`config.mk`:
```
export PLATFORM = sky130hd
export DESIGN_NAME = mtcc_back
export DESIGN_NICKNAME = d
export VERILOG_FILES = /design/src/mtcc_pkg.sv /design/src/mtcc_back.sv
export SDC_FILE = /design/constraint.sdc
export NUM_CORES = 1
export LEC_CHECK = 0
export BUFFER_PORTS_ARGS = -buffer_cell sky130_fd_sc_hd__buf_2
export CAP_MARGIN = 25
export CORE_MARGIN = 10
export CORE_UTILIZATION = 63
export CTS_BUF_LIST = sky130_fd_sc_hd__clkbuf_4
export DETAILED_ROUTE_END_ITERATION = 6
export GPL_TIMING_DRIVEN = 1
export PLACE_DENSITY_LB_ADDON = 0.08
export SLEW_MARGIN = 40
export SYNTH_ARGS = -nofsm -noshare
export SYNTH_HDL_FRONTEND = slang
export SYNTH_SLANG_ARGS = --single-unit
```
`constraint.sdc`:
```
create_clock -name clk -period 6.9 [get_ports clk]
set_input_delay 0 -clock clk [delete_from_list [all_inputs] [get_ports clk]]
set_output_delay 0 -clock clk [all_outputs]
set_load 0.02 [all_outputs]
```
`src/mtcc_pkg.sv`:
```
// Shared types, character codes and the CRC step for the meter telegram CRC checker.
// No dependencies; every other file of the block imports this package.
package mtcc_pkg;

	localparam logic [7:0]  CHAR_MARK = 8'h21;
	localparam logic [7:0]  CHAR_CR   = 8'h0D;
	localparam logic [7:0]  CHAR_LF   = 8'h0A;
	localparam logic [15:0] CRC_POLY  = 16'hA001;
	localparam logic [15:0] CRC_INIT  = 16'h0000;

	typedef enum logic [2:0] {
		ST_MATCH    = 3'd0,
		ST_MISMATCH = 3'd1,
		ST_NO_MARK  = 3'd2,
		ST_MISSING  = 3'd3,
		ST_BAD_TEXT = 3'd4
	} check_status_t;

	// One classified telegram byte as it travels from the front to the back.
	typedef struct packed {
		logic [7:0] data;
		logic       is_mark;
		logic       is_crlf;
		logic       hex_ok;
		logic [3:0] hex_digit;
		logic       last;
	} item_t;

	// Reflected CRC-16 update over one whole byte.
	function automatic logic [15:0] crc_byte(input logic [15:0] crc, input logic [7:0] b);
		logic [15:0] c;
		c = crc ^ {8'h00, b};
		for (int i = 0; i < 8; i++) begin
			if (c[0]) begin
				c = (c >> 1) ^ CRC_POLY;
			end else begin
				c = c >> 1;
			end
		end
		return c;
	endfunction

endpackage

```
`src/mtcc_back.sv`:
```
// Back end of the checker: CRC register, hex accumulator, flags and result register.
// Depends on mtcc_pkg; consumes beats from mtcc_queue.
module mtcc_back (
	input  logic            clk,
	input  logic            arst_n,
	input  logic            item_valid,
	input  mtcc_pkg::item_t item,
	output logic            pop,
	output logic            out_valid,
	input  logic            out_stall,
	output logic [2:0]      check_status,
	output logic [15:0]     computed_crc,
	output logic [15:0]     received_crc
);
	import mtcc_pkg::*;

	logic          after_mark_q;
	logic [15:0]   crc_q;
	logic [15:0]   acc_q;
	logic          digit_q;
	logic          bad_q;

	logic          out_valid_q;
	check_status_t status_q;
	logic [15:0]   crc_out_q;
	logic [15:0]   rx_out_q;

	logic          after_mark_d;
	logic [15:0]   crc_d;
	logic [15:0]   acc_d;
	logic          digit_d;
	logic          bad_d;
	check_status_t status_d;
	logic [15:0]   rx_d;
	logic          result_load;

	// Only a last beat needs room in the result register; others drain freely.
	assign pop         = item_valid && (!item.last || !out_valid_q || !out_stall);
	assign result_load = pop && item.last;

	always_comb begin
		after_mark_d = after_mark_q;
		crc_d        = crc_q;
		acc_d        = acc_q;
		digit_d      = digit_q;
		bad_d        = bad_q;
		if (!after_mark_q) begin
			crc_d = crc_byte(crc_q, item.data);
			if (item.is_mark) begin
				after_mark_d = 1'b1;
			end
		end else if (!item.is_crlf) begin
			if (item.hex_ok) begin
				acc_d   = {acc_q[11:0], item.hex_digit};
				digit_d = 1'b1;
			end else begin
				bad_d = 1'b1;
			end
		end

		rx_d = 16'h0000;
		if (!after_mark_d) begin
			status_d = ST_NO_MARK;
		end else if (!digit_d && !bad_d) begin
			status_d = ST_MISSING;
		end else if (bad_d) begin
			status_d = ST_BAD_TEXT;
		end else begin
			rx_d     = acc_d;
			status_d = (acc_d == crc_d) ? ST_MATCH : ST_MISMATCH;
		end
	end

	always_ff @(posedge clk or negedge arst_n) begin
		if (!arst_n) begin
			after_mark_q <= 1'b0;
			crc_q        <= CRC_INIT;
			acc_q        <= '0;
			digit_q      <= 1'b0;
			bad_q        <= 1'b0;
			out_valid_q  <= 1'b0;
		end else begin
			if (result_load) begin
				after_mark_q <= 1'b0;
				crc_q        <= CRC_INIT;
				acc_q        <= '0;
				digit_q      <= 1'b0;
				bad_q        <= 1'b0;
			end else if (pop) begin
				after_mark_q <= after_mark_d;
				crc_q        <= crc_d;
				acc_q        <= acc_d;
				digit_q      <= digit_d;
				bad_q        <= bad_d;
			end
			if (result_load) begin
				out_valid_q <= 1'b1;
			end else if (!out_stall) begin
				out_valid_q <= 1'b0;
			end
		end
	end

	always_ff @(posedge clk) begin
		if (result_load) begin
			status_q  <= status_d;
			crc_out_q <= crc_d;
			rx_out_q  <= rx_d;
		end
	end

	assign out_valid    = out_valid_q;
	assign check_status = status_q;
	assign computed_crc = crc_out_q;
	assign received_crc = rx_out_q;

	a_clear_after_last: assert property (@(posedge clk) disable iff (!arst_n)
		result_load |=> (!after_mark_q && crc_q == CRC_INIT && acc_q == '0
			&& !digit_q && !bad_q))
		else $error("telegram state not cleared after last beat");

	a_pre_mark_quiet: assert property (@(posedge clk) disable iff (!arst_n)
		!after_mark_q |-> (acc_q == '0 && !digit_q && !bad_q))
		else $error("CRC text state changed before the mark");

	a_rx_zero_on_fail: assert property (@(posedge clk) disable iff (!arst_n)
		(out_valid_q && (status_q == ST_NO_MARK || status_q == ST_MISSING
			|| status_q == ST_BAD_TEXT)) |-> (rx_out_q == 16'h0000))
		else $error("received CRC not zero on a failed parse");

	a_match_equal: assert property (@(posedge clk) disable iff (!arst_n)
		(out_valid_q && status_q == ST_MATCH) |-> (rx_out_q == crc_out_q))
		else $error("match reported on unequal CRC values");

endmodule

```
## Word-level counts from Yosys, hierarchy flattened

Cells that the tools add are included.

- Register bits: 71
- Output and inout port bits: 37

- Equality and inequality tests: 2
- Mux-type cells: 42
- Bitwise operators: 10
- Reductions and logical operators: 13

Operators by type and width:

| operator | count |
|---|---|
| $mux 16 | 23 |
| $not 2->3 | 8 |
| $mux 1 | 18 |
| $eq 16x16->1 | 1 |
| $xor 16x8->16 | 1 |
| $logic_not 1->1 | 5 |
| $logic_and 1x1->1 | 3 |
| $mux 3 | 1 |
| $reduce_or 3->1 | 1 |
| $logic_or 1x1->1 | 2 |
| $ne 2x1->1 const B | 1 |
| $reduce_bool 2->1 | 1 |
| $reduce_or 2->1 | 1 |
| $not 1->1 | 1 |

## Logic depth before layout (Yosys ltp)

Gate-level depths: netlist (run 1).

- Word-level depth: 29
- Mapped depth: 9

## Least setup slack after synthesis (run 1)

No wires, ideal clock.

- Path kind: register to register
- Start point: register crc_q[0]
- End point: register status_q[0], in the netlist check_status[0] (data pin)
- Setup time: 0.264 ns
- Arrival: 2.159 ns
- Data required time: 6.636 ns
- Setup slack: 4.477 ns
- Stages on the path, launching flop included: 8
- Cell sequence: dfrtp_1 -> xnor2_1 -> xnor3_1 -> xnor3_2 -> nor4b_1 -> nor4b_1 -> nor4_1 -> a21oi_2

- Cells in the longest elaborated chain, start to end: 22
- Elaborated cells between the ends (all ways): 27
- Those cells by class: eq/ne: 1; mux: 19; bitwise: 7

RTL lines:

| element | line | text |
|---|---|---|
| from (decl) | mtcc_back.sv:18 | `logic [15:0] crc_q;` |
| from (signal assigned) | mtcc_back.sv:91 | `crc_q <= crc_d;` |
| $xor 16x8->16 | mtcc_pkg.sv:32 | `c = crc ^ {8'h00, b};` |
| $mux 16 | mtcc_pkg.sv:34 | `if (c[0]) begin` |
| $mux 16 | mtcc_back.sv:47 | `if (!after_mark_q) begin` |
| $mux 16 | mtcc_pkg.sv:34 |  |
| $mux 16 | mtcc_back.sv:47 |  |
| $not 2->3 (no line) or $mux 16 (tied branches) | n/a |  |
| $mux 16 (on tied branches) | mtcc_pkg.sv:34, mtcc_back.sv:47 |  |
| $mux 16, or another cell as far along | mtcc_back.sv:47 |  |
| [6 not listed] | n/a |  |
| $mux 16 (on tied branches) | mtcc_pkg.sv:34, mtcc_back.sv:47 |  |
| $mux 16 or $not 2->3 (tied branches) | n/a |  |
| $mux 16 | mtcc_pkg.sv:34 |  |
| $mux 16 (*) | mtcc_back.sv:47 |  |
| $eq 16x16->1 (*) | mtcc_back.sv:70 | `status_d = (acc_d == crc_d) ? ST_MATCH : ST_MISMATCH;` |
| $mux 1 (*) | mtcc_back.sv:70 |  |
| $mux 3 (*) | mtcc_back.sv:66 | `end else if (bad_d) begin` |
| $mux 1 (*) | mtcc_back.sv:64 | `end else if (!digit_d && !bad_d) begin` |
| to (signal assigned) | mtcc_back.sv:106 | `status_q <= status_d;` |
| to (decl) | mtcc_back.sv:24 | `check_status_t status_q;` |

Mark *: on every way between the ends. The rest lies on a longest branch, timed or not. The select of a mux whose other input is x is not followed.
A chain may end at the register's enable or synchronous reset.

## Worst setup path after layout (run 1)

- Start point: register after_mark_q
- End point: register status_q[0], in the netlist check_status[0] (data pin)

- Cells in the longest elaborated chain, start to end: 5
- Elaborated cells between the ends (all ways): 12
- Those cells by class: eq/ne: 1; mux: 8; reduce/logical: 3

RTL lines:

| element | line | text |
|---|---|---|
| from (decl) | mtcc_back.sv:17 | `logic after_mark_q;` |
| from (signal assigned) | mtcc_back.sv:90 | `after_mark_q <= after_mark_d;` |
| $mux 16 | mtcc_back.sv:47 |  |
| $eq 16x16->1 | mtcc_back.sv:70 |  |
| $mux 1 | mtcc_back.sv:70 |  |
| $mux 3 | mtcc_back.sv:66 |  |
| $mux 1 | mtcc_back.sv:64 |  |

Several ways; a longest one is shown, not always the timed one.

==> qor.csv, run 1 <==
stage,metric,value,unit
clock_network,Max H-tree Level,3,
sta,fmax,316,MHz
run,Max Cap Violations,0,
die,die height,97.1,um
outcome,failing checks,design-rule violations,
worst_setup_path,Critical Path End Type,flip-flop,
worst_setup_path,slowest stage cell on the critical path,and3b_1,
routing,Pre-antenna DRT Iters,7,
synth,"Async S/R FF share, synth",50.7,%
global_route,first-pass GRT wire length,14.8,mm
routing,number of vias per cell,5.87,
clock_network,clk sinks,71,
global_route,largest net degree at the start of global routing,40,
die,die area,0.00943,mm2
worst_setup_path,crit-path max cell delay,770,ps
synth,mapped cell area,0.00375,mm2
global_route,total track usage,19.5,%
place,Placer Congestion,0.874,
clock_network,postcts setup bufs,0,
worst_setup_path,Top delay family on crit path,simple AND/OR/NAND/NOR gates,
place,half-perimeter wire length after placement,6.42,mm
power,"Power, Total",1510,uW
sta,Sum Neg Setup Slack,0,ps
synth,library cells used by synthesis,50,
routing,final wirelength,8.97,mm
place,Port Buf Inserts,56,
sta,setup violation total in the final timing report,0,
final_layout,Filler Cells Inserted,426,
clock_network,TritonCTS buffer count,9,
synth,net count after synthesis,357,
synth,Yosys top cell area share,28.1,%
sta,RSZ-0062 raised after global routing,false,
die,core outline area,0.00585,mm2
synth,post-synthesis register bit count,71,
sta,fin. max-slew vios,0,
final_layout,area grow syn2layout,15.4,%
worst_setup_path,cells along the critical path,"buf_4, and3b_1, mux2i_1, xnor2_1, a2111oi_0, nand4_1, nor4_1, a21oi_2",
sta,period utilization,45.8,%
clock_network,Hold Buf Count CTS,10,
synth,Area contributors post-synth,"edfxtp_1 (28%), dfrtp_1 (24%), mux2i_1 (6.7%), nand2_1 (4.6%), xnor2_1 (3.5%)",
final_layout,diodes inserted,0,
clock_network,clk buf depth,2,
global_route,GRT Residual Overflow,0,
sta,"Hold Vio Cnt, Final",0,
die,Initial Util,64.0,%
worst_setup_path,"Arr. time, crit path",3330,ps
sta,Worst Max-Slew Pin Slew,824,ps
worst_setup_path,r2r setup slk,3740,ps
global_route,vias in the first global route,2800,
sta,skew final,11.1,ps
clock_network,clk_lat worst skew,420,ps
routing,Post-route DRC,1,
final_layout,# nets final,419,
synth,post-synth top area cell,edfxtp_1,
power,pwr dens,348,mW/mm2
routing,total number of vias,2810,
worst_setup_path,crit-path max FO,33,
synth,count of flip-flops with a built-in enable after synthesis,35,
clock_network,CTS tree,yes,
die,DIE WIDTH,97.1,um
clock_network,Clock transition at path regs,110,ps
power,P_leak,0.00188,uW
synth,synthesized area per cell,11.1,um2
synth,yosys warns,0,
sta,crit path time final,3160,ps
synth,post-synthesis sequential area ratio,52.1,%
routing,routed len/inst,18.7,um
clock_network,post-CTS sizing,0,
place,Placed Area,0.00407,mm2
outcome,outcome,"complete, but fails checks",
power,worst vdd ir,202,uV
routing,Final ANT Viol Nets,0,
worst_setup_path,critical path required time,7070,ps
worst_setup_path,CP Launch Type,flip-flop,
global_route,antenna violations before repair,0,
worst_setup_path,crit path buf inv count,1,
clock_network,clock root buffer,clkbuf_4,
die,Std-Cell Rows,28,
die,Top Ports,57,
routing,initial DRC count,251,
synth,main flop type after synthesis,dfrtp_1,
final_layout,share of cells above drive strength 1,21.5,%
sta,Slew headroom,45.0,%
synth,Cells after Synth,337,
worst_hold_path,Hold Path Class,input port to flip-flop,
worst_setup_path,Crit Path Category,flip-flop to flip-flop,
final_layout,Finished Cell Area,0.00432,mm2
where the power goes:
group	internal (uW)	switching, uW
clock	152	139
sequential	535	72.9
combinational	270	337
final cells by class:
cell class | count | area (um2) | share of cell area [%]
timing repair buffer | 69 | 409 | 9.46
inverter | 14 | 52.6 | 1.22
sequential | 71 | 1950 | 45.1
clock buffer | 11 | 82.6 | 1.91
multi-input combinational | 234 | 1660 | 38.4
clock inverter | 5 | 72.6 | 1.68
tap | 75 | 93.8 | 2.17
logic make-up after synthesis:
logic type	synth area share (%)
muxes	7.68
DFF	52.1
xor gates and xnor gates	10.6
AOI/OAI and AO/OA	15.0
and+or+nand+nor	10.8
buffers and inverters	3.84
synthesized netlist by cell type (2+ instances only):
cell,number
a21boi_0,6
nand2_1,46
xor2_1,10
inv_1,13
a22oi_1,13
edfxtp_1,35
o22ai_1,3
o21a_1,3
o31ai_1,5
xnor3_1,3
nor4b_1,2
and2_1,2
nand3_1,2
nor2b_1,4
a21oi_1,8
nor3_1,3
nor2_1,21
clkbuf_1,13
a22o_1,7
nand4_1,2
mux2i_1,25
xnor2_4,2
nand2b_1,4
o21ai_0,21
a2111oi_0,2
mux2_2,2
o211a_1,2
o211ai_1,4
dfrtp_1,36
buf_2,3
xnor2_1,15
clkbuf_8,2
worst paths after layout:
kind                                           from                            end  cells past startpoint
max                        after_mark_q$_DFFE_PN0P_  check_status[0]$_SDFFCE_PP0P_                      8
max reg2reg                after_mark_q$_DFFE_PN0P_  check_status[0]$_SDFFCE_PP0P_                      8
max in group asynchronous                    arst_n            digit_q$_DFFE_PN0P_                      2
min                                         item[0]           acc_q[5]$_DFFE_PN0P_                      2
min reg2reg                   out_valid$_DFFE_PN0P_          out_valid$_DFFE_PN0P_                      1
min in group asynchronous                    arst_n           crc_q[1]$_DFFE_PN0P_                      2
flip-flops by register name, indices dropped and copies added, names as in the netlist:
register / count
crc_q: 16
computed_crc: 16
check_status: 3
received_crc: 16
after_mark_q: 1
acc_q: 16
bad_q: 1
digit_q: 1
out_valid: 1
per-stage QoR:
step           utilization [%]  cells  hold slack, ps  setup slack, ps
2_1_floorplan                -    337            -296             4480
3_3_place_gp              69.1    452             151             3960
3_5_place_dp              69.5    453           -7.82             3810
4_1_cts                   73.8    479            24.4             3790
5_1_grt                   73.9    479            56.1             3480
6_report                  73.9    479            48.8             3740
layer usage:
| metal | track usage [%] | share of wire, % | up-vias |
|---|---|---|---|
| li1 | - | - | 1331 |
| met1 | 25.8 | 43 | 1333 |
| met2 | 29.6 | 47 | 129 |
| met3 | 5.69 | 7.7 | 17 |
| met4 | 7.49 | 2.4 | 0 |
| met5 | 0 | 0 | - |
cell usage in the layout, fill, tap and decap left out, types with 3 or more instances in the layout:
| cell | Yosys | final |
|---|---|---|
| o21a_1 | 3 | 3 |
| a21oi_1 | 8 | 8 |
| o211ai_1 | 4 | 4 |
| nor2_1 | 21 | 20 |
| o21ai_0 | 21 | 21 |
| dlygate4sd3_1 | 0 | 10 |
| inv_1 | 13 | 13 |
| nor3_1 | 3 | 3 |
| buf_4 | 0 | 3 |
| dfrtp_1 | 36 | 36 |
| nand2_1 | 46 | 46 |
| buf_2 | 3 | 55 |
| a21boi_0 | 6 | 6 |
| nand2b_1 | 4 | 4 |
| a22oi_1 | 13 | 13 |
| mux2i_1 | 25 | 25 |
| xor2_1 | 10 | 10 |
| nor2b_1 | 4 | 4 |
| clkbuf_4 | 0 | 11 |
| xnor3_1 | 3 | 3 |
| edfxtp_1 | 35 | 35 |
| a22o_1 | 7 | 7 |
| xnor2_1 | 15 | 15 |
| o22ai_1 | 3 | 3 |
| o31ai_1 | 5 | 5 |
(Power assumes the default switching activity.)
==> run 2: changes to the inputs <==
--- a/config.mk
+++ b/config.mk
@@ -5,10 +5,11 @@
 export SDC_FILE = /design/constraint.sdc
 export NUM_CORES = 1
 export LEC_CHECK = 0
+export ABC_AREA = 1
 export BUFFER_PORTS_ARGS = -buffer_cell sky130_fd_sc_hd__buf_2
 export CAP_MARGIN = 25
 export CORE_MARGIN = 10
-export CORE_UTILIZATION = 63
+export CORE_UTILIZATION = 59
 export CTS_BUF_LIST = sky130_fd_sc_hd__clkbuf_4
 export DETAILED_ROUTE_END_ITERATION = 6
 export GPL_TIMING_DRIVEN = 1
==> constraint.sdc (replaced) <==
create_clock -name clk -period 3.2 [get_ports clk]
set_input_delay 0 -clock clk [delete_from_list [all_inputs] [get_ports clk]]
set_output_delay 0 -clock clk [all_outputs]
set_load 0.02 [all_outputs]
==> run 2 against run 1 <==
Total power up 82%; utilization fell by 4.4 points; the run now ends clean; hold slack worse by 17 ps.
==> qor.csv, run 2 <==
stage,metric,value,unit,change
synth,post-synthesis sequential area ratio,51.5,%,was 52.1%
global_route,first-pass GRT wire length,17.0,mm,was 14.8 mm
run,Max Cap Violations,0,,unchanged
power,"Power, Total",2750,uW,was 1510 uW
routing,Pre-antenna DRT Iters,5,,was 7
global_route,vias in the first global route,3475,,"was 2,800"
routing,Final ANT Viol Nets,0,,unchanged
die,die height,100,um,was 97.1 um
place,Placer Congestion,0.884,,was 0.874
sta,setup violation total in the final timing report,0,,unchanged
die,Initial Util,60.0,%,was 64.0%
sta,Worst Max-Slew Pin Slew,712,ps,was 824 ps
routing,routed len/inst,16.1,um,was 18.7 um
die,DIE WIDTH,100,um,was 97.1 um
sta,Slew headroom,52.0,%,was 45.0%
routing,initial DRC count,309,,was 251
sta,period utilization,79.1,%,was 45.8%
worst_hold_path,hold_sp,item[4],,was item[0]
worst_setup_path,"Arr. time, crit path",2720,ps,was 3330 ps
worst_setup_path,Crit Path Category,flip-flop to flip-flop,,unchanged
final_layout,"commonest non-fill, non-tap cell in the layout",nand2_1,,was buf_2
final_layout,area grow syn2layout,15.8,%,was 15.4%
synth,library cells used by synthesis,27,,was 50
worst_setup_path,CP Launch Type,flip-flop,,unchanged
synth,mux share of post-synthesis cell area,0,%,was 7.68%
routing,number of vias per cell,5.56,,was 5.87
clock_network,TritonCTS buffer count,9,,unchanged
routing,final wirelength,10.2,mm,was 8.97 mm
synth,yosys warns,0,,unchanged
synth,Area contributors post-synth,"edfxtp_1 (28%), dfrtp_1 (24%), nand2_1 (18%), nand3_1 (6.2%), inv_1 (6.0%)",,"was edfxtp_1 (28%), dfrtp_1 (24%), mux2i_1 (6.7%), nand2_1 (4.6%), xnor2_1 (3.5%)"
final_layout,share of cells above drive strength 1,17.1,%,was 21.5%
worst_hold_path,Hold Path Class,input port to flip-flop,,unchanged
final_layout,most frequent cells in the layout,"nand2_1 (182), inv_1 (61), buf_2 (55)",,"was buf_2 (55), nand2_1 (46), dfrtp_1 (36)"
global_route,largest net degree at the start of global routing,45,,was 40
sta,Sum Neg Setup Slack,0,ps,unchanged
synth,post-synthesis register bit count,71,,unchanged
global_route,total track usage,21.1,%,was 19.5%
clock_network,postcts setup bufs,0,,unchanged
outcome,outcome,"finished, final reports clean",,"was complete, but fails checks"
final_layout,diodes inserted,0,,unchanged
synth,post-synthesis compound-gate area fraction,9.44,%,was 15.0%
synth,commonest cells in the netlist,"nand2_1 (182), inv_1 (61), nand3_1 (47)",,"was nand2_1 (46), dfrtp_1 (36), edfxtp_1 (35)"
global_route,GRT Residual Overflow,0,,unchanged
synth,Synth Area in Adders,0,%,unchanged
worst_setup_path,critical path required time,3390,ps,was 7070 ps
synth,count of flip-flops with a built-in enable after synthesis,35,,unchanged
synth,synthesized area per cell,7.82,um2,was 11.1 um2
synth,simple-gate share of the synthesized area,30.1,%,was 10.8%
synth,"count leader, synth",nand2_1,,unchanged
final_layout,Filler Cells Inserted,515,,was 426
sta,fin. max-slew vios,0,,unchanged
place,Port Buf Inserts,56,,unchanged
worst_setup_path,crit-path max FO,33,,unchanged
global_route,antenna violations before repair,0,,unchanged
clock_network,clk sinks,71,,unchanged
die,Top Ports,57,,unchanged
sta,crit path time final,2530,ps,was 3160 ps
synth,mapped cell area,0.00379,mm2,was 0.00375 mm2
synth,Cells after Synth,485,,was 337
routing,total number of vias,3518,,"was 2,810"
place,half-perimeter wire length after placement,7.43,mm,was 6.42 mm
synth,post-synth top area cell,edfxtp_1,,unchanged
worst_setup_path,Critical Path End Type,flip-flop,,unchanged
synth,main combinational cell family by area after synthesis,simple AND/OR/NAND/NOR gates,,was compound AO/OA/AOI/OAI gates
clock_network,clock root buffer,clkbuf_4,,unchanged
sta,RSZ-0062 raised after global routing,false,,unchanged
final_layout,# nets final,571,,was 419
clock_network,Clock transition at path regs,120,ps,was 110 ps
power,worst vdd ir,405,uV,was 202 uV
clock_network,clk_lat worst skew,430,ps,was 420 ps
die,Std-Cell Rows,29,,was 28
sta,fmax,395,MHz,was 316 MHz
clock_network,Max H-tree Level,3,,unchanged
routing,Post-route DRC,0,,was 1
sta,skew final,17.1,ps,was 11.1 ps
die,die area,0.0100,mm2,was 0.00943 mm2
power,pwr dens,626,mW/mm2,was 348 mW/mm2
synth,main flop type after synthesis,dfrtp_1,,unchanged
clock_network,clk buf depth,2,,unchanged
synth,"Async S/R FF share, synth",50.7,%,unchanged
synth,Yosys top cell area share,27.7,%,was 28.1%
worst_setup_path,Crit. Startpoint,after_mark_q$_DFFE_PN0P_,,unchanged
power,P_leak,0.00221,uW,was 0.00188 uW
worst_setup_path,Worst R2R Start,after_mark_q$_DFFE_PN0P_,,unchanged
synth,Synth Area in XOR/XNOR,0,%,was 10.6%
sta,"Hold Vio Cnt, Final",0,,unchanged
die,core outline area,0.00631,mm2,was 0.00585 mm2
clock_network,CTS tree,yes,,unchanged
synth,net count after synthesis,505,,was 357
-- run 2: cell count changes in the layout (fill, tap and decap cells not counted), sizes merged, moves of 8 or more --
| cell | previous run | this run |
|---|---|---|
| o21ai | 21 | 32 |
| xor2 | 11 | 0 |
| nor2 | 21 | 36 |
| mux2i | 25 | 0 |
| xnor2 | 18 | 0 |
| a22oi | 13 | 0 |
| nand3 | 2 | 48 |
| nand2 | 46 | 184 |
| inv | 14 | 64 |
| a21oi | 9 | 1 |
| o22ai | 3 | 23 |
-- run 2: worst paths after layout --
kind / end / slack, ps / cells past startpoint
worst max-delay path: check_status[0]$_SDFFCE_PP0P_ / 670 / 17
worst min-delay path: acc_q[3]$_DFFE_PN0P_ / 30 / 5
worst max register to register: check_status[0]$_SDFFCE_PP0P_ / 670 / 17
worst min register to register: digit_q$_DFFE_PN0P_ / 530 / 2
max in group asynchronous: bad_q$_DFFE_PN0P_ / 2760 / 2
min in group asynchronous: crc_q[4]$_DFFE_PN0P_ / 80 / 2
-- run 2: per-layer routing --
metal  GRT usage, %  routed length (um)  share of wire (%)  vias up
li1               -                   -                  -     1712
met5              0                   0                  0        -
met3           4.19                 782                7.7       24
met4           9.24                 239                2.3        0
met1           27.2                4310                 42     1639
met2           33.8                4860                 48      143
-- run 2: cells by family after synthesis --
kind of cell	Yosys count
AOI/OAI and AO/OA	59
buffers and inverters	80
DFF	71
and+or+nand+nor	275
-- run 2: report_power, final --
part | leakage [uW] | internal (uW) | switching [uW]
clock network | 0.0000965 | 398 | 348
logic | 0.00130 | 265 | 584
registers | 0.000812 | 1090 | 64.6
total | 0.00221 | 1750 | 996
-- run 2: worst max-delay path: stages (launching register included) --
cell,delay (ps)
dfrtp_1,480
buf_4,270
o21ai_0,450
inv_1,120
nand2_1,90
nand2_1,50
nor2_1,80
nand2_1,50
nor2_1,90
nand2_1,60
nor2_1,90
nand2_1,60
nor2_1,80
nand2_1,50
nor2_1,90
nand3_1,80
nand2_1,60
inv_1,40
-- run 2: repair_timing --
action	in CTS	in global routing
gates resized for setup	0	0
hold buffers	6	0
hold endpoints to repair	43	0
-- run 2: metrics by stage --
step / cells / hold slack, ps / setup slack, ps / area (um2) / utilization [%]
6_report: 633 / 31.7 / 669 / 4390 / 69.5
5_1_grt: 633 / 41.5 / 461 / 4390 / 69.5
4_1_cts: 633 / 20.1 / 724 / 4390 / 69.5
3_5_place_dp: 611 / 5.19 / 749 / 4140 / 65.6
3_3_place_gp: 611 / 165 / 809 / 4140 / 65.6
2_1_floorplan: 485 / -296 / 1210 / 3790 / -
-- run 2: area by class of cell --
class	instances	area (um2)	area share, %
clock buffers	9	67.6	1.54
inverters	63	236	5.39
repair buffers	72	418	9.52
multi-input cells	334	1500	34.2
flip-flops and latches	71	1950	44.5
well taps	77	96.3	2.19
clock inverters	7	120	2.74
